## config.mk

```make
export PLATFORM = sky130hd
export DESIGN_NAME = qpve_front
export DESIGN_NICKNAME = d
export VERILOG_FILES = /design/src/hdl/qpve_pkg.sv /design/src/hdl/qpve_front.sv
export SDC_FILE = /design/constraint.sdc
export NUM_CORES = 1
export LEC_CHECK = 0
export BUFFER_PORTS_ARGS = -buffer_cell sky130_fd_sc_hd__buf_2
export CAP_MARGIN = 20
export CORE_MARGIN = 5
export CORE_UTILIZATION = 55
export DETAILED_ROUTE_END_ITERATION = 10
export PLACE_DENSITY = 0.78
export SLEW_MARGIN = 20
export SYNTH_ARGS = -nofsm -noshare
export SYNTH_HDL_FRONTEND = slang
export SYNTH_SLANG_ARGS = --single-unit
```

## constraint.sdc

```tcl
create_clock -name clk -period 18.89 [get_ports clk]
set_input_delay 0.9445 -clock clk [delete_from_list [all_inputs] [get_ports clk]]
set_output_delay 0.9445 -clock clk [all_outputs]
set_load 0.01 [all_outputs]
```

## src/hdl/qpve_pkg.sv

```systemverilog
// shared types, constants and helpers for the quad primitive vertex expander
package qpve_pkg;

  localparam int MaxQuads = 16384;
  localparam int CountLimitInt = (6 * MaxQuads > 131071) ? 131071 : 6 * MaxQuads;
  localparam logic [16:0] COUNT_LIMIT = 17'(CountLimitInt);
  localparam logic [16:0] QUAD_INDICES = 17'd6;
  localparam logic signed [31:0] ONE_Q16 = 32'sh00010000;
  localparam int MatrixDepth = 12;

  typedef enum logic [2:0] {
    OP_LOAD    = 3'd0,
    OP_FILL    = 3'd1,
    OP_LINE    = 3'd2,
    OP_OUTLINE = 3'd3,
    OP_SPRITE  = 3'd4,
    OP_FLUSH   = 3'd5
  } op_t;

  typedef struct packed {
    logic        [2:0]  op;
    logic signed [31:0] ax;
    logic signed [31:0] ay;
    logic signed [31:0] bx;
    logic signed [31:0] by;
    logic signed [31:0] xr;
    logic signed [31:0] yb;
    logic signed [31:0] z;
    logic        [31:0] color;
    logic        [30:0] t;
    logic        [3:0]  slot;
    logic signed [31:0] mval;
  } job_t;

  typedef enum logic [2:0] {
    N_IDLE, N_SHIFT, N_SQA, N_SQB, N_ROOT, N_MUL, N_DIV, N_DONE
  } norm_state_t;

  typedef enum logic [2:0] {
    B_IDLE, B_SEG, B_NWAIT, B_VTX, B_MUL, B_OUT
  } back_state_t;

  function automatic logic signed [31:0] sat32(input logic signed [49:0] v);
    logic signed [31:0] r;
    if (v > 50'sd2147483647) r = 32'sh7FFFFFFF;
    else if (v < -50'sd2147483648) r = 32'sh80000000;
    else r = v[31:0];
    return r;
  endfunction

endpackage

```

## src/hdl/qpve_front.sv

```systemverilog
// command intake: saturated corner coordinates and a two-entry command queue
module qpve_front (
  input  logic                clk,
  input  logic                rst,
  input  logic                in_valid,
  output logic                in_stall,
  input  logic        [2:0]   operation,
  input  logic signed [31:0]  ax,
  input  logic signed [31:0]  ay,
  input  logic signed [31:0]  bx,
  input  logic signed [31:0]  by,
  input  logic signed [31:0]  depth_z,
  input  logic        [31:0]  color,
  input  logic        [30:0]  thickness,
  input  logic        [3:0]   matrix_slot,
  input  logic signed [31:0]  matrix_value,
  input  logic                pop,
  output logic                job_valid,
  output qpve_pkg::job_t      job
);

  qpve_pkg::job_t q [2];
  qpve_pkg::job_t incoming;
  logic       wr_ptr;
  logic       rd_ptr;
  logic [1:0] cnt;
  logic       accept;

  assign in_stall  = (cnt == 2'd2);
  assign accept    = in_valid && !in_stall;
  assign job_valid = (cnt != 2'd0);
  assign job       = q[rd_ptr];

  always_comb begin
    incoming.op    = operation;
    incoming.ax    = ax;
    incoming.ay    = ay;
    incoming.bx    = bx;
    incoming.by    = by;
    incoming.xr    = qpve_pkg::sat32(50'(ax) + 50'(bx));
    incoming.yb    = qpve_pkg::sat32(50'(ay) + 50'(by));
    incoming.z     = depth_z;
    incoming.color = color;
    incoming.t     = thickness;
    incoming.slot  = matrix_slot;
    incoming.mval  = matrix_value;
  end

  always_ff @(posedge clk) begin
    if (accept) q[wr_ptr] <= incoming;
    if (rst) begin
      wr_ptr <= 1'b0;
      rd_ptr <= 1'b0;
      cnt    <= 2'd0;
    end else begin
      if (accept) wr_ptr <= ~wr_ptr;
      if (pop) rd_ptr <= ~rd_ptr;
      cnt <= cnt + 2'(accept) - 2'(pop);
    end
  end

`ifndef SYNTHESIS
  a_cnt_bound: assert property (@(posedge clk) disable iff (rst) cnt <= 2'd2)
    else $error("queue count out of range");
  a_pop_nonempty: assert property (@(posedge clk) disable iff (rst) pop |-> cnt != 2'd0)
    else $error("pop from empty queue");
`endif

endmodule

```

== Word level (Yosys, flattened, before mapping) ==
Memories as Yosys holds them, arrays and structs flattened. A register that Yosys moved wholly into a read port is not among the register bits.
Cells that the tools add are included.

* Reductions and logical operators: 3
* Equal/unequal tests: 1
* Bitwise gates (word level): 2
* Multiplexer cells: 8
* Add/subtract/negate cells: 4
* Magnitude comparators: 4

{| class="wikitable"
|+ Operators with widths
! kind !! number
|-
| two-way mux 32 bit || 4
|-
| adder 32 x 32 -> 33 bit || 2
|-
| > comparator 33 x 32 -> 1 bit (second input constant) || 2
|-
| < comparator 33 x 32 -> 1 bit (second input constant) || 2
|-
| two-way mux 1 bit || 4
|-
| adder 2 x 1 -> 2 bit || 1
|-
| == test 2 bit (second input constant) || 1
|-
| NOT 1 bit || 2
|-
| nonzero test 2 bit || 1
|-
| subtractor 2 x 1 -> 2 bit || 1
|-
| logical AND 1 bit || 1
|-
| logical NOT 1 bit || 1
|}

* Memories: 1
* Bits in registers: 4
* Bits of input ports: 266
* Bits in writable memories: 652

{| class="wikitable"
|+ Memory list
! memory !! depth !! width !! rd ports !! clocked after Yosys merged registers in !! write ports !! RTL line !! source
|-
| q || 2 || 326 || 1 || 1 || 1 || qpve_front.sv:22 || <nowiki>qpve_pkg::job_t q [2];</nowiki>
|}

== Logic depth before layout (Yosys ltp) ==
Gate-level depths: netlist of run 1.

* Depth after elaboration: 5
* Gate-level depth with buffers: 14
* Depth with buffers taken out: 12

== Worst setup path after synthesis of run 1 ==
OpenSTA, ideal clock, no wires.

* Path type: input -> register
* Start: input in_valid
* End: memory q[0][0] (netlist bit) (enable)
* Path slack: 3340 ps
* Cell stages on the path: 2
* Data arrival time: 14530 ps
* Library setup time: 1020 ps
* Buffers on the path: 0
* Data required time: 17870 ps
* Cells stage by stage: nand2_1 nor2_1

* Cells in the longest elaborated chain, start to end: 3

{| class="wikitable"
|+ RTL lines
! what !! RTL line !! source
|-
| start: declaration || qpve_front.sv:5 || <nowiki>input logic in_valid,</nowiki>
|-
| logical AND 1 bit || qpve_front.sv:30 || <nowiki>assign accept = in_valid && !in_stall;</nowiki>
|-
| two-way mux 1 bit || qpve_front.sv:50 || <nowiki>if (accept) q[wr_ptr] <= incoming;</nowiki>
|-
| two-way mux 1 bit (not written as such) || qpve_front.sv:50 ||
|-
| end: declaration || qpve_front.sv:22 ||
|}

Every way passes these cells.

==> summary.md, run 1 <==
| Metric | Value |
|---|---|
| Status | `finished, final reports clean` |
| Postcts setup bufs | `0` |
| Starting DRT DRC Count | `1,014` |
| Max transition margin | `29.3%` |
| Routed Wire Length | `68,400 um` |
| Period utilisation layout | `28.5%` |
| Leak pwr | `12.5 nW` |
| Total gr overflow | `0` |
| Routability cong. | `0.942` |
| Clk sinks | `657` |
| Antenna violations before repair | `33` |
| Post-CTS Resized | `0` |
| Flop-to-flop setup slack | `15.21 ns` |
| Vias/cell | `5.53` |
| Max VDD drop | `0.000135 V` |
| Area leader, netlist | `edfxtp_1` |
| Slew Limit Fails | `0` |
| Initial Util | `55.8%` |
| Most used DFF post-synth | `edfxtp_1` |
| Logic pwr share | `20.2%` |
| Worst hold path class | `flop to flop` |
| Final critical-path required period | `5.39 ns` |
| Yosys reg bits | `657` |
| FF-to-FF Start | `cnt[0]` |
| Post-synth top area share | `71.4%` |
| First-pass GRT wire length | `98,400 um` |
| Data arrival, critical path | `4.45 ns` |
| Wire per inst | `23.4 um` |
| Largest net degree at the start of global routing | `86` |
| Area of the multi-input gates | `7380 um2` |
| Worst path required time | `17.95 ns` |
| GRT Overall Usage | `24.0%` |
| Antenna Violating Nets Remaining | `0` |
| Inserted Clock Buffers | `68` |
| Total power | `4.13 mW` |
| Port bufs | `593` |
| DIE AREA | `54,400 um2` |
| Reg clk slew, reported paths | `0.06 ns` |
| Placed Instances | `2,775` |
| Final nets | `2,516` |
| FFs w/ async S/R, synth | `0%` |
| Setup Skew | `0.0170 ns` |
| CP Capture Type | `output port` |
| Top post-synthesis cells by area | `edfxtp_1 (71%), mux2_2 (13%), ha_1 (3.0%)` |
| P_int | `3.01 mW` |
| CTS H-tree lvls | `3` |
| Syn Nets | `1,904` |
| Netlist cell types | `76` |
| PD cells | `124 nW/um2` |
| Chip width | `233 um` |
| Achievable Freq | `0.185 GHz` |
| Fill cells | `3,294` |
| Max Root-Sink Buffers | `3` |
| Area grow syn2layout | `21.6%` |
| Hold buffers post-CTS | `0` |
| Commonest cells in the netlist | `edfxtp_1 (652), mux2_2 (326), a21oi_1 (95)` |
| Layout Utilization | `67.8%` |
| Sw Ratio | `27.0%` |
| Most frequent cell after synthesis | `edfxtp_1` |
| Critical Path Start Type | `flop` |
| CTS Root Cell | `clkbuf_16` |
| Flop pwr share | `47.7%` |
| Worst slew pin tran | `1.06 ns` |
| Register area share after synthesis | `71.8%` |
| CTS tree | `done` |
| Avg Cell Area, Syn | `17.5 um2` |
| Yosys warning total | `0` |
| Vias | `16.2k` |
| Die Ht | `233 um` |
| Final hold slack | `0.522 ns` |
| Endpoints failing setup | `0` |
| Post-route insts no fill | `2,920` |
| Unrepaired setup endpoints after global routing | `no` |
| Register area | `19,700 um2` |
| Detailed Place HPWL | `49,500 um` |
| Worst hold path startpoint | `rd_ptr` |
| Max-Cap Viols | `0` |
| Setup TNS | `0 ns` |
| Synthesized area | `27,400 um2` |
| Vias in the first global route | `16.6k` |
| I/O Pins | `594` |
| Critical path class | `flop to output port` |
| Layout cells sized above 1 | `47.9%` |
| Pre-Repair DR Iteration Count | `4` |
| Core Area | `49,200 um2` |
| Switching Power | `1.12 mW` |
| Site row count | `81` |
| Post-Synthesis Cells | `1,570` |
| Count of final hold-check violations | `0` |
| # DRC | `0` |
| Post-synth EDFFs | `652` |
| Clk_lat worst skew | `0.60 ns` |
| Critical Path Fanout Max | `85` |
| Clock power frac | `32.2%` |
[cell families (layout without fill, tap and decap cells)]
kind of cell	Yosys count	count (layout)	synth area share [%]
AOI/OAI and AO/OA	244	244	5.83
xor gates and xnor gates	61	61	2.00
adders and majority gates	75	75	3.42
buffers and inverters	87	751	1.35
DFF	657	657	71.8
muxes	327	327	13.4
other	0	22	0
and+or+nand+nor	119	119	2.18
[flip-flops by register name, indices dropped and copies added, names as in the netlist, named ones only]
name,flops
q,652
cnt,2
rd_ptr,1
wr_ptr,1
[power groups by stage]
stage	clock network [mW]	registers, mW	logic [mW]
3_5_place_dp	0	2.00	0.832
2_1_floorplan	0	2.09	0.499
6_report	1.33	1.97	0.831
4_1_cts	1.35	1.97	0.838
3_3_place_gp	0	1.99	0.817
5_1_grt	1.42	1.98	0.894
[per-stage QoR]
stage / worst slack [ns] / area (um2)
global route: 13.24 / 33300
detailed placement: 13.76 / 31000
CTS: 13.09 / 33300
floorplan: 3.34 / 27400
finish: 13.50 / 33300
global placement: 13.85 / 31000
[worst max-delay path, stage by stage, from the launching register on]
cell     delay [ns]
dfxtp_4        0.81
buf_6          0.69
buf_4          0.89
buf_4          0.77
mux2_2         0.42
buf_2          0.15
[per-layer routing]
metal,global-route usage [%],routed length (um),vias up
li1,-,-,7421
met1,27.7,25300,7999
met2,40.1,33700,561
met3,9.52,6400,161
met4,10.0,2930,18
met5,0,114,-
[cell type report]
class,instances,share of cell area [%]
well taps,664,2.49
repair buffers,608,9.31
multi-input cells,826,22.1
clock inverters,48,1.42
flip-flops and latches,657,59.0
diodes,22,0.165
inverters,21,0.236
clock buffers,74,5.23
[worst paths after layout]
path               endpoint  depth (start not counted)
setup / recovery    job[72]                          5
hold / removal         flop                          2
setup reg to reg  q[0][215]                          5
hold reg to reg        flop                          2
[layout by cell type, fill, tap and decap left out, drive strengths merged, types with 6 or more instances in the layout]
cell type / instances
mux2: 326
clkbuf: 74
edfxtp: 652
o21a: 10
ha: 66
a211oi: 6
clkinv: 32
bufinv: 8
nand2: 35
a21o: 30
nor2: 31
diode: 22
nand3: 11
a21oi: 98
o21bai: 7
o21ai: 49
inv: 25
o211ai: 11
nand2b: 7
buf: 608
nand4: 14
xnor2: 36
maj3: 7
xor2: 25
Note: power is estimated with default switching activity, not from simulation.
==> run 2, diff against run 1 <==
==> constraint.sdc (replaced) <==
create_clock -name clk -period 5.5 [get_ports clk]
set_input_delay 0.275 -clock clk [delete_from_list [all_inputs] [get_ports clk]]
set_output_delay 0.275 -clock clk [all_outputs]
set_load 0.01 [all_outputs]
==> run 2 against run 1 <==
  * Sequential power increased to 3.4 times the previous value
  * Combinational power grew to 3.7 times the previous value
  * Register-to-register slack got worse by 12 ns
  * Sequential share of layout area shrank 4.2 points
  * Clock power rose to 3.4 times the previous value
  * Critical endpoint is now q[0][164]
  * Largest cell class unchanged
  * Highest routed layer is now met4
==> summary.md, run 2 (same netlist as run 1, synthesis figures left out) <==
| Metric | Value |
|---|---|
| Reg clk slew, reported paths | `0.06 ns (about the same)` |
| Starting DRT DRC Count | `1,437 (was 1,014)` |
| Biggest register | `q (unchanged)` |
| Critical Path Start Type | `input port (was flop)` |
| Max Root-Sink Buffers | `3 (unchanged)` |
| Core Area | `49,200 um2 (unchanged)` |
| Sink of the worst hold path | `wr_ptr` |
| CTS Root Cell | `clkbuf_16 (unchanged)` |
| Area of the multi-input gates | `7390 um2 (was 7380 um2)` |
| Vias/cell | `5.60 (was 5.53)` |
| Vias in the first global route | `18.4k (was 16.6k)` |
| Leak pwr | `13.6 nW (was 12.5 nW)` |
| Worst hold path startpoint | `in_valid (was rd_ptr)` |
| Routed Wire Length | `75,600 um (was 68,400 um)` |
| GRT Overall Usage | `26.8% (was 24.0%)` |
| Port bufs | `593 (unchanged)` |
| Max transition margin | `25.2% (was 29.3%)` |
| Chip width | `233 um (unchanged)` |
| Antenna violations before repair | `7 (was 33)` |
| Worst slew pin tran | `1.12 ns (was 1.06 ns)` |
| Max FFs per register | `652 (unchanged)` |
| Site row count | `81 (unchanged)` |
| Reg2reg end | `q[1][250] (was q[0][215])` |
| Final nets | `2,772 (was 2,516)` |
| Routability cong. | `0.922 (was 0.942)` |
| Register area | `19,700 um2 (about the same)` |
| Max VDD drop | `0.000437 V (was 0.000135 V)` |
| Most frequent cells in the layout | `edfxtp_1 (652), buf_2 (593), mux2_2 (326) (unchanged)` |
| Vias | `17.7k (was 16.2k)` |
| Hold buffers post-CTS | `264 (was 0)` |
| Setup TNS | `0 ns (unchanged)` |
| Wire per inst | `23.9 um (was 23.4 um)` |
| Fill cells | `2,872 (was 3,294)` |
| Worst path required time | `5.91 ns (was 17.95 ns)` |
| Pre-Repair DR Iteration Count | `7 (was 4)` |
| Clk sinks | `657 (unchanged)` |
| Data arrival, critical path | `4.55 ns (was 4.45 ns)` |
| PD cells | `401 nW/um2 (was 124 nW/um2)` |
| Detailed Place HPWL | `47,300 um (was 49,500 um)` |
| Largest net degree at the start of global routing | `166 (was 86)` |
| Area grow syn2layout | `31.1% (was 21.6%)` |
| First-pass GRT wire length | `111,000 um (was 98,400 um)` |
| Most common cell after layout, fill and taps aside | `edfxtp_1 (unchanged)` |
| Setup Skew | `0.0249 ns (was 0.0170 ns)` |
| Endpoints failing setup | `0 (unchanged)` |
| DIE AREA | `54,400 um2 (unchanged)` |
| Flop-to-flop setup slack | `2.97 ns (was 15.21 ns)` |
| Critical path class | `input port to flop (was flop to output port)` |
| Final critical-path required period | `4.14 ns` |
| # DRC | `0 (unchanged)` |
| Slew Limit Fails | `0 (unchanged)` |
| CTS H-tree lvls | `3 (unchanged)` |
| Layout cells sized above 1 | `42.4% (was 47.9%)` |
| Critical Path Fanout Max | `29 (was 85)` |
| I/O Pins | `594 (unchanged)` |
| Hold Crit Depth | `4 (was 2)` |
| FF-to-FF Start | `cnt[0] (unchanged)` |
| Max-Cap Viols | `0 (unchanged)` |
| Post-CTS Resized | `0 (unchanged)` |
| Initial Util | `55.8% (unchanged)` |
| Die Ht | `233 um (unchanged)` |
| CP Capture Type | `flop (was output port)` |
| Clk_lat worst skew | `0.60 ns (about the same)` |
| Postcts setup bufs | `0 (unchanged)` |
| Largest regs | `q: 652 flops, cnt: 2 flops (unchanged)` |
| Achievable Freq | `0.241 GHz` |
| Worst hold path class | `input port to flop (was flop to flop)` |
| Unrepaired setup endpoints after global routing | `no (unchanged)` |
| Final hold slack | `0.0817 ns (was 0.522 ns)` |
| Period utilisation layout | `75.3%` |
| CTS tree | `done (unchanged)` |
| Total gr overflow | `0 (unchanged)` |
| Reg2reg path depth | `3 (was 5)` |
| Count of final hold-check violations | `0 (unchanged)` |
| Status | `finished, final reports clean (unchanged)` |
| Antenna Violating Nets Remaining | `0 (unchanged)` |
| Inserted Clock Buffers | `67 (was 68)` |
| Layout Utilization | `73.1% (was 67.8%)` |
## run 2: cell count changes in the layout (fill, tap and decap cells not counted), moves of 6 or more
cell,before,now
buf_4,13,2
diode_2,22,8
dlygate4sd3_1,0,264
clkinv_2,15,9
buf_12,0,6
clkbuf_1,5,17
## run 2: layout make-up
| cell class | instances | area share, % |
|---|---|---|
| clock inverters | 36 | 1.08 |
| flip-flops and latches | 657 | 54.8 |
| inverters | 21 | 0.219 |
| multi-input cells | 826 | 20.6 |
| repair buffers | 865 | 16.0 |
| well taps | 664 | 2.31 |
| diodes | 8 | 0.0557 |
| clock buffers | 86 | 4.98 |
## run 2: per-stage QoR
| stage | total power [mW] | worst slack (ns) | cells | instance area, um2 |
|---|---|---|---|---|
| after floorplan | 8.62 | -0.235 | 1570 | 27400 |
| after global placement | 9.63 | 1.49 | 2769 | 31100 |
| after detailed placement | 9.72 | 1.35 | 2769 | 31100 |
| after CTS | 14.4 | 1.41 | 3155 | 35900 |
| after global routing | 15.0 | 1.05 | 3162 | 35900 |
| final | 14.4 | 1.36 | 3163 | 35900 |
## run 2: worst max-delay path, stage by stage
cell and delay [ns]:
dlygate4sd3_1 0.53, buf_2 0.13, ha_1 0.25, inv_1 0.08, fa_1 0.44, nand2b_1 0.19, a21oi_1 0.24, o211ai_1 0.25
a2111oi_2 0.41, nor2_1 0.13, nor4_1 0.26, o21a_1 0.30, nand2_1 0.61, a21oi_1 0.43
## run 2: how the worst max path moves through the flow
stage / start / end / slack [ns] / cells after the start
floorplan: cnt[0] / q[0][0] / -0.24 / 3
global placement: ax[0] / q[0][164] / 1.49 / 13
detailed placement: bx[0] / q[0][164] / 1.35 / 13
CTS: ax[0] / q[0][164] / 1.41 / 14
global route: ax[0] / q[0][170] / 1.05 / 14
finish: bx[0] / q[0][164] / 1.36 / 14
## run 2: where the power goes
group | leakage, nW | switching, mW | internal, mW
combinational | 6.39 | 1.85 | 1.24
clock | 1.05 | 1.89 | 2.65
sequential | 6.11 | 0.220 | 6.56
total | 13.6 | 3.97 | 10.4
## run 2: routing by layer
layer / global-route usage [%] / part of all wire [%]
met2: 46.0 / 50
met4: 10.3 / 4.2
met5: 0 / 0
met1: 32.2 / 37
met3: 7.82 / 8.7
==> run 3, diff against run 2 <==
--- a/config.mk
+++ b/config.mk
@@ -5,12 +5,13 @@
 export SDC_FILE = /design/constraint.sdc
 export NUM_CORES = 1
 export LEC_CHECK = 0
+export ABC_AREA = 1
 export BUFFER_PORTS_ARGS = -buffer_cell sky130_fd_sc_hd__buf_2
 export CAP_MARGIN = 20
 export CORE_MARGIN = 5
 export CORE_UTILIZATION = 55
 export DETAILED_ROUTE_END_ITERATION = 10
-export PLACE_DENSITY = 0.78
+export PLACE_DENSITY = 0.77
 export SLEW_MARGIN = 20
 export SYNTH_ARGS = -nofsm -noshare
 export SYNTH_HDL_FRONTEND = slang
==> constraint.sdc (replaced) <==
create_clock -name clk -period 4.1 [get_ports clk]
set_input_delay 0.205 -clock clk [delete_from_list [all_inputs] [get_ports clk]]
set_output_delay 0.205 -clock clk [all_outputs]
set_load 0.01 [all_outputs]
==> run 3 against run 2 <==
  * Wire length grew 9.8%
  * Combinational power is 18% higher
  * First-iteration DRC count rose by 13%
  * Via count increased by 14%
  * Area after synthesis up 4.5%
  * Core utilization shrank 0.31 points
  * Cell count up 18%
  * Clock skew is 0.0064 ns higher
  * Critical endpoint is now q[0][131]
  * Largest cell class unchanged
==> summary.md, run 3 <==
| Metric | Value |
|---|---|
| Status | `finished, final reports clean (unchanged)` |
| Port bufs | `593 (unchanged)` |
| Fill cells | `3,246 (was 2,872)` |
| Most frequent cell after synthesis | `edfxtp_1 (unchanged)` |
| Switching Power | `5.04 mW (was 3.97 mW)` |
| Metal-1 WL | `30,500 um (was 27,900 um)` |
| Data arrival, critical path | `3.51 ns (was 4.55 ns)` |
| Site row count | `83 (was 81)` |
| GRT Overall Usage | `28.3% (was 26.8%)` |
| Most used DFF post-synth | `edfxtp_1 (unchanged)` |
| Synthesized area | `28,600 um2 (was 27,400 um2)` |
| Yosys warning total | `0 (unchanged)` |
| FF-to-FF Start | `cnt[1] (was cnt[0])` |
| Clk_lat worst skew | `0.61 ns (was 0.60 ns)` |
| Reg2reg end | `q[1][126] (was q[1][250])` |
| Postcts setup bufs | `0 (unchanged)` |
| Most frequent cells in the layout | `edfxtp_1 (652), buf_2 (593), nand2_1 (523) (was edfxtp_1 (652), buf_2 (593), mux2_2 (326))` |
| Post-synth top area share | `68.4% (was 71.4%)` |
| Wire per inst | `22.2 um (was 23.9 um)` |
| Hold buffers post-CTS | `265 (was 264)` |
| Vias in the first global route | `20.8k (was 18.4k)` |
| CP cell instances | `dlygate4sd3_1, buf_2, ha_1, inv_1, fa_1, inv_1, nand2_1, nand2_1, nand3_1, nand2_1, nand2_1, nand2_2, nand2_1, nand3_1, nand4_1, buf_4, nand2_1 (was dlygate4sd3_1, buf_2, ha_1, inv_1, fa_1, nand2b_1, a21oi_1, o211ai_1, a2111oi_2, nor2_1, nor4_1, o21a_1, nand2_1, a21oi_1)` |
| Worst path required time | `4.55 ns (was 5.91 ns)` |
| Vias/cell | `5.39 (was 5.60)` |
| CP Capture Type | `flop (unchanged)` |
| Cell mode on critical path | `nand2_1 (was a21oi_1)` |
| Total gr overflow | `0 (unchanged)` |
| Starting DRT DRC Count | `1,628 (was 1,437)` |
| Max transition margin | `33.4% (was 25.2%)` |
| # DRC | `0 (unchanged)` |
| Yosys reg bits | `657 (unchanged)` |
| Initial Util | `55.7% (was 55.8%)` |
| Post-Synthesis Cells | `2,092 (was 1,570)` |
| Area grow syn2layout | `30.6% (was 31.1%)` |
| Worst hold path startpoint | `in_valid (unchanged)` |
| Flop-to-flop setup slack | `1.92 ns (was 2.97 ns)` |
| Critical path class | `input port to flop (unchanged)` |
| First-pass GRT wire length | `124,000 um (was 111,000 um)` |
| Most common cell after layout, fill and taps aside | `edfxtp_1 (unchanged)` |
| Avg Cell Area, Syn | `13.7 um2 (was 17.5 um2)` |
| Max-Cap Viols | `0 (unchanged)` |
| Achievable Freq | `0.326 GHz` |
| Area leader, netlist | `edfxtp_1 (unchanged)` |
| I/O Pins | `594 (unchanged)` |
| Reg clk slew, reported paths | `0.05 ns (was 0.06 ns)` |
| Slew Limit Fails | `0 (unchanged)` |
| Post-CTS Resized | `0 (unchanged)` |
| Sink of the worst hold path | `wr_ptr (unchanged)` |
| Top Metal Used | `met4 (unchanged)` |
| Leak pwr | `15.5 nW (was 13.6 nW)` |
| DR WL met3 | `6520 um (was 6560 um)` |
| Routability cong. | `0.944 (was 0.922)` |
| Pre-Repair DR Iteration Count | `6 (was 7)` |
| Clk sinks | `657 (unchanged)` |
| Inserted Clock Buffers | `67 (unchanged)` |
| Final nets | `3,330 (was 2,772)` |
| Sw Ratio | `27.5% (about the same)` |
| Final critical-path required period | `3.07 ns` |
| Endpoints failing setup | `0 (unchanged)` |
| DIE AREA | `56,700 um2 (was 54,400 um2)` |
| Period utilisation layout | `74.8%` |
| PD cells | `490 nW/um2 (was 401 nW/um2)` |
| Biggest register | `q (unchanged)` |
| Setup TNS | `0 ns (unchanged)` |
| CTS H-tree lvls | `3 (unchanged)` |
| Critical Path Fanout Max | `18 (was 29)` |
| Routed Wire Length | `83,000 um (was 75,600 um)` |
| Chip width | `238 um (was 233 um)` |
| Setup Skew | `0.0314 ns (was 0.0249 ns)` |
| Critical Path Start Type | `input port (unchanged)` |
| DR WL met2 | `42,000 um (was 38,000 um)` |
| P_int | `13.3 mW (was 10.4 mW)` |
| Core Area | `51,400 um2 (was 49,200 um2)` |
| FFs w/ async S/R, synth | `0% (unchanged)` |
| Top post-synthesis cells by area | `edfxtp_1 (68%), mux2_2 (13%), nand2_1 (6.9%) (was edfxtp_1 (71%), mux2_2 (13%), ha_1 (3.0%))` |
| Clock power frac | `33.4% (was 31.5%)` |
| Total power | `18.3 mW (was 14.4 mW)` |
| Antenna violations before repair | `4 (was 7)` |
| Max Root-Sink Buffers | `3 (unchanged)` |
| Hold Crit Depth | `4 (unchanged)` |
| CTS tree | `done (unchanged)` |
| Setup ws final | `1.03 ns (was 1.36 ns)` |
| Post-route insts no fill | `3,732 (was 3,163)` |
| Detailed Place HPWL | `54,300 um (was 47,300 um)` |
| Worst hold path class | `input port to flop (unchanged)` |
| Syn Nets | `2,426 (was 1,904)` |
| Worst slew pin tran | `0.996 ns (was 1.12 ns)` |
| Largest net degree at the start of global routing | `102 (was 166)` |
| Layout cells sized above 1 | `34.7% (was 42.4%)` |
| Max VDD drop | `0.000424 V (was 0.000437 V)` |
| Max FFs per register | `652 (unchanged)` |
| Register area share after synthesis | `68.7% (was 71.8%)` |
| CTS Root Cell | `clkbuf_16 (unchanged)` |
| CP max stage cell | `dlygate4sd3_1 (was nand2_1)` |
| Logic pwr share | `19.9% (was 21.4%)` |
| Commonest cells in the netlist | `edfxtp_1 (652), nand2_1 (523), mux2_2 (326) (was edfxtp_1 (652), mux2_2 (326), a21oi_1 (95))` |
| CP max stage delay | `0.56 ns (was 0.61 ns)` |
| Count of final hold-check violations | `0 (unchanged)` |
| Die Ht | `238 um (was 233 um)` |
| Placed Instances | `3,342 (was 2,769)` |
| Largest regs | `q: 652 flops, cnt: 2 flops (unchanged)` |
| Flop pwr share | `46.7% (was 47.0%)` |
| Reg2reg path depth | `4 (was 3)` |
| Netlist cell types | `29 (was 76)` |
| Unrepaired setup endpoints after global routing | `no (unchanged)` |
| Post-Place Worst Slack | `1.11 ns (was 1.35 ns)` |
| Vias | `20.1k (was 17.7k)` |
| Antenna Violating Nets Remaining | `0 (unchanged)` |
| Post-synth EDFFs | `652 (unchanged)` |
## run 3: layout make-up
type                    count  area, um2  share of cell area (%)
clock inverters            38        424                    1.13
inverters                 192        721                    1.93
repair buffers            883       5950                    15.9
flip-flops and latches    657      19700                    52.6
clock buffers              84       1760                    4.71
multi-input cells        1195       8020                    21.4
diodes                      3       7.51                  0.0201
well taps                 680        851                    2.27
## run 3: cells by family after synthesis
group | Yosys count | synth area share (%)
compound gates | 81 | 1.60
xor+xnor | 34 | 1.04
fa+ha+maj | 68 | 3.02
buf+inv | 240 | 3.39
flops | 657 | 68.7
mux | 326 | 12.8
simple gates | 686 | 9.42
## run 3: worst max path at each step
stage / startpoint / end / slack [ns] / cells after the start
after detailed placement: ax[0] / q[0][170] / 1.11 / 17
after global placement: ay[0] / q[0][134] / 1.16 / 16
after floorplan: cnt[1] / q[1][0] / -1.62 / 3
after CTS: ax[0] / q[0][170] / 1.20 / 18
after global routing: ax[0] / q[0][165] / 0.90 / 19
final: by[0] / q[0][131] / 1.03 / 17
## run 3: power by group through the flow
| stage | sequential (mW) | clock (mW) | combinational, mW |
|---|---|---|---|
| CTS | 8.52 | 6.15 | 3.60 |
| floorplan | 8.70 | 0 | 1.98 |
| finish | 8.55 | 6.12 | 3.64 |
| global route | 8.59 | 6.51 | 3.91 |
| detailed placement | 8.66 | 0 | 3.36 |
| global placement | 8.60 | 0 | 3.31 |
## run 3: worst max-delay path, delay by kind of cell
family        cells  cell delay (ns)
fa+ha+maj         2             0.58
simple gates     10             1.45
buf+inv           5             1.28
## run 3: metrics by stage
step	hold slack (ns)	cell area, um2	utilization (%)
2_1_floorplan	0.269	28700	-
3_3_place_gp	0.392	32600	63.4
3_5_place_dp	0.397	32600	63.4
4_1_cts	0.0329	37400	72.8
5_1_grt	0.0768	37400	72.8
6_report	0.0842	37400	72.8
## run 3: metal layers
| metal | global-route usage, % | vias to the layer above |
|---|---|---|
| met5 | 0 | - |
| met4 | 13.2 | 0 |
| met3 | 6.55 | 206 |
| met2 | 48.8 | 981 |
| met1 | 34.1 | 9751 |
| li1 | - | 9177 |
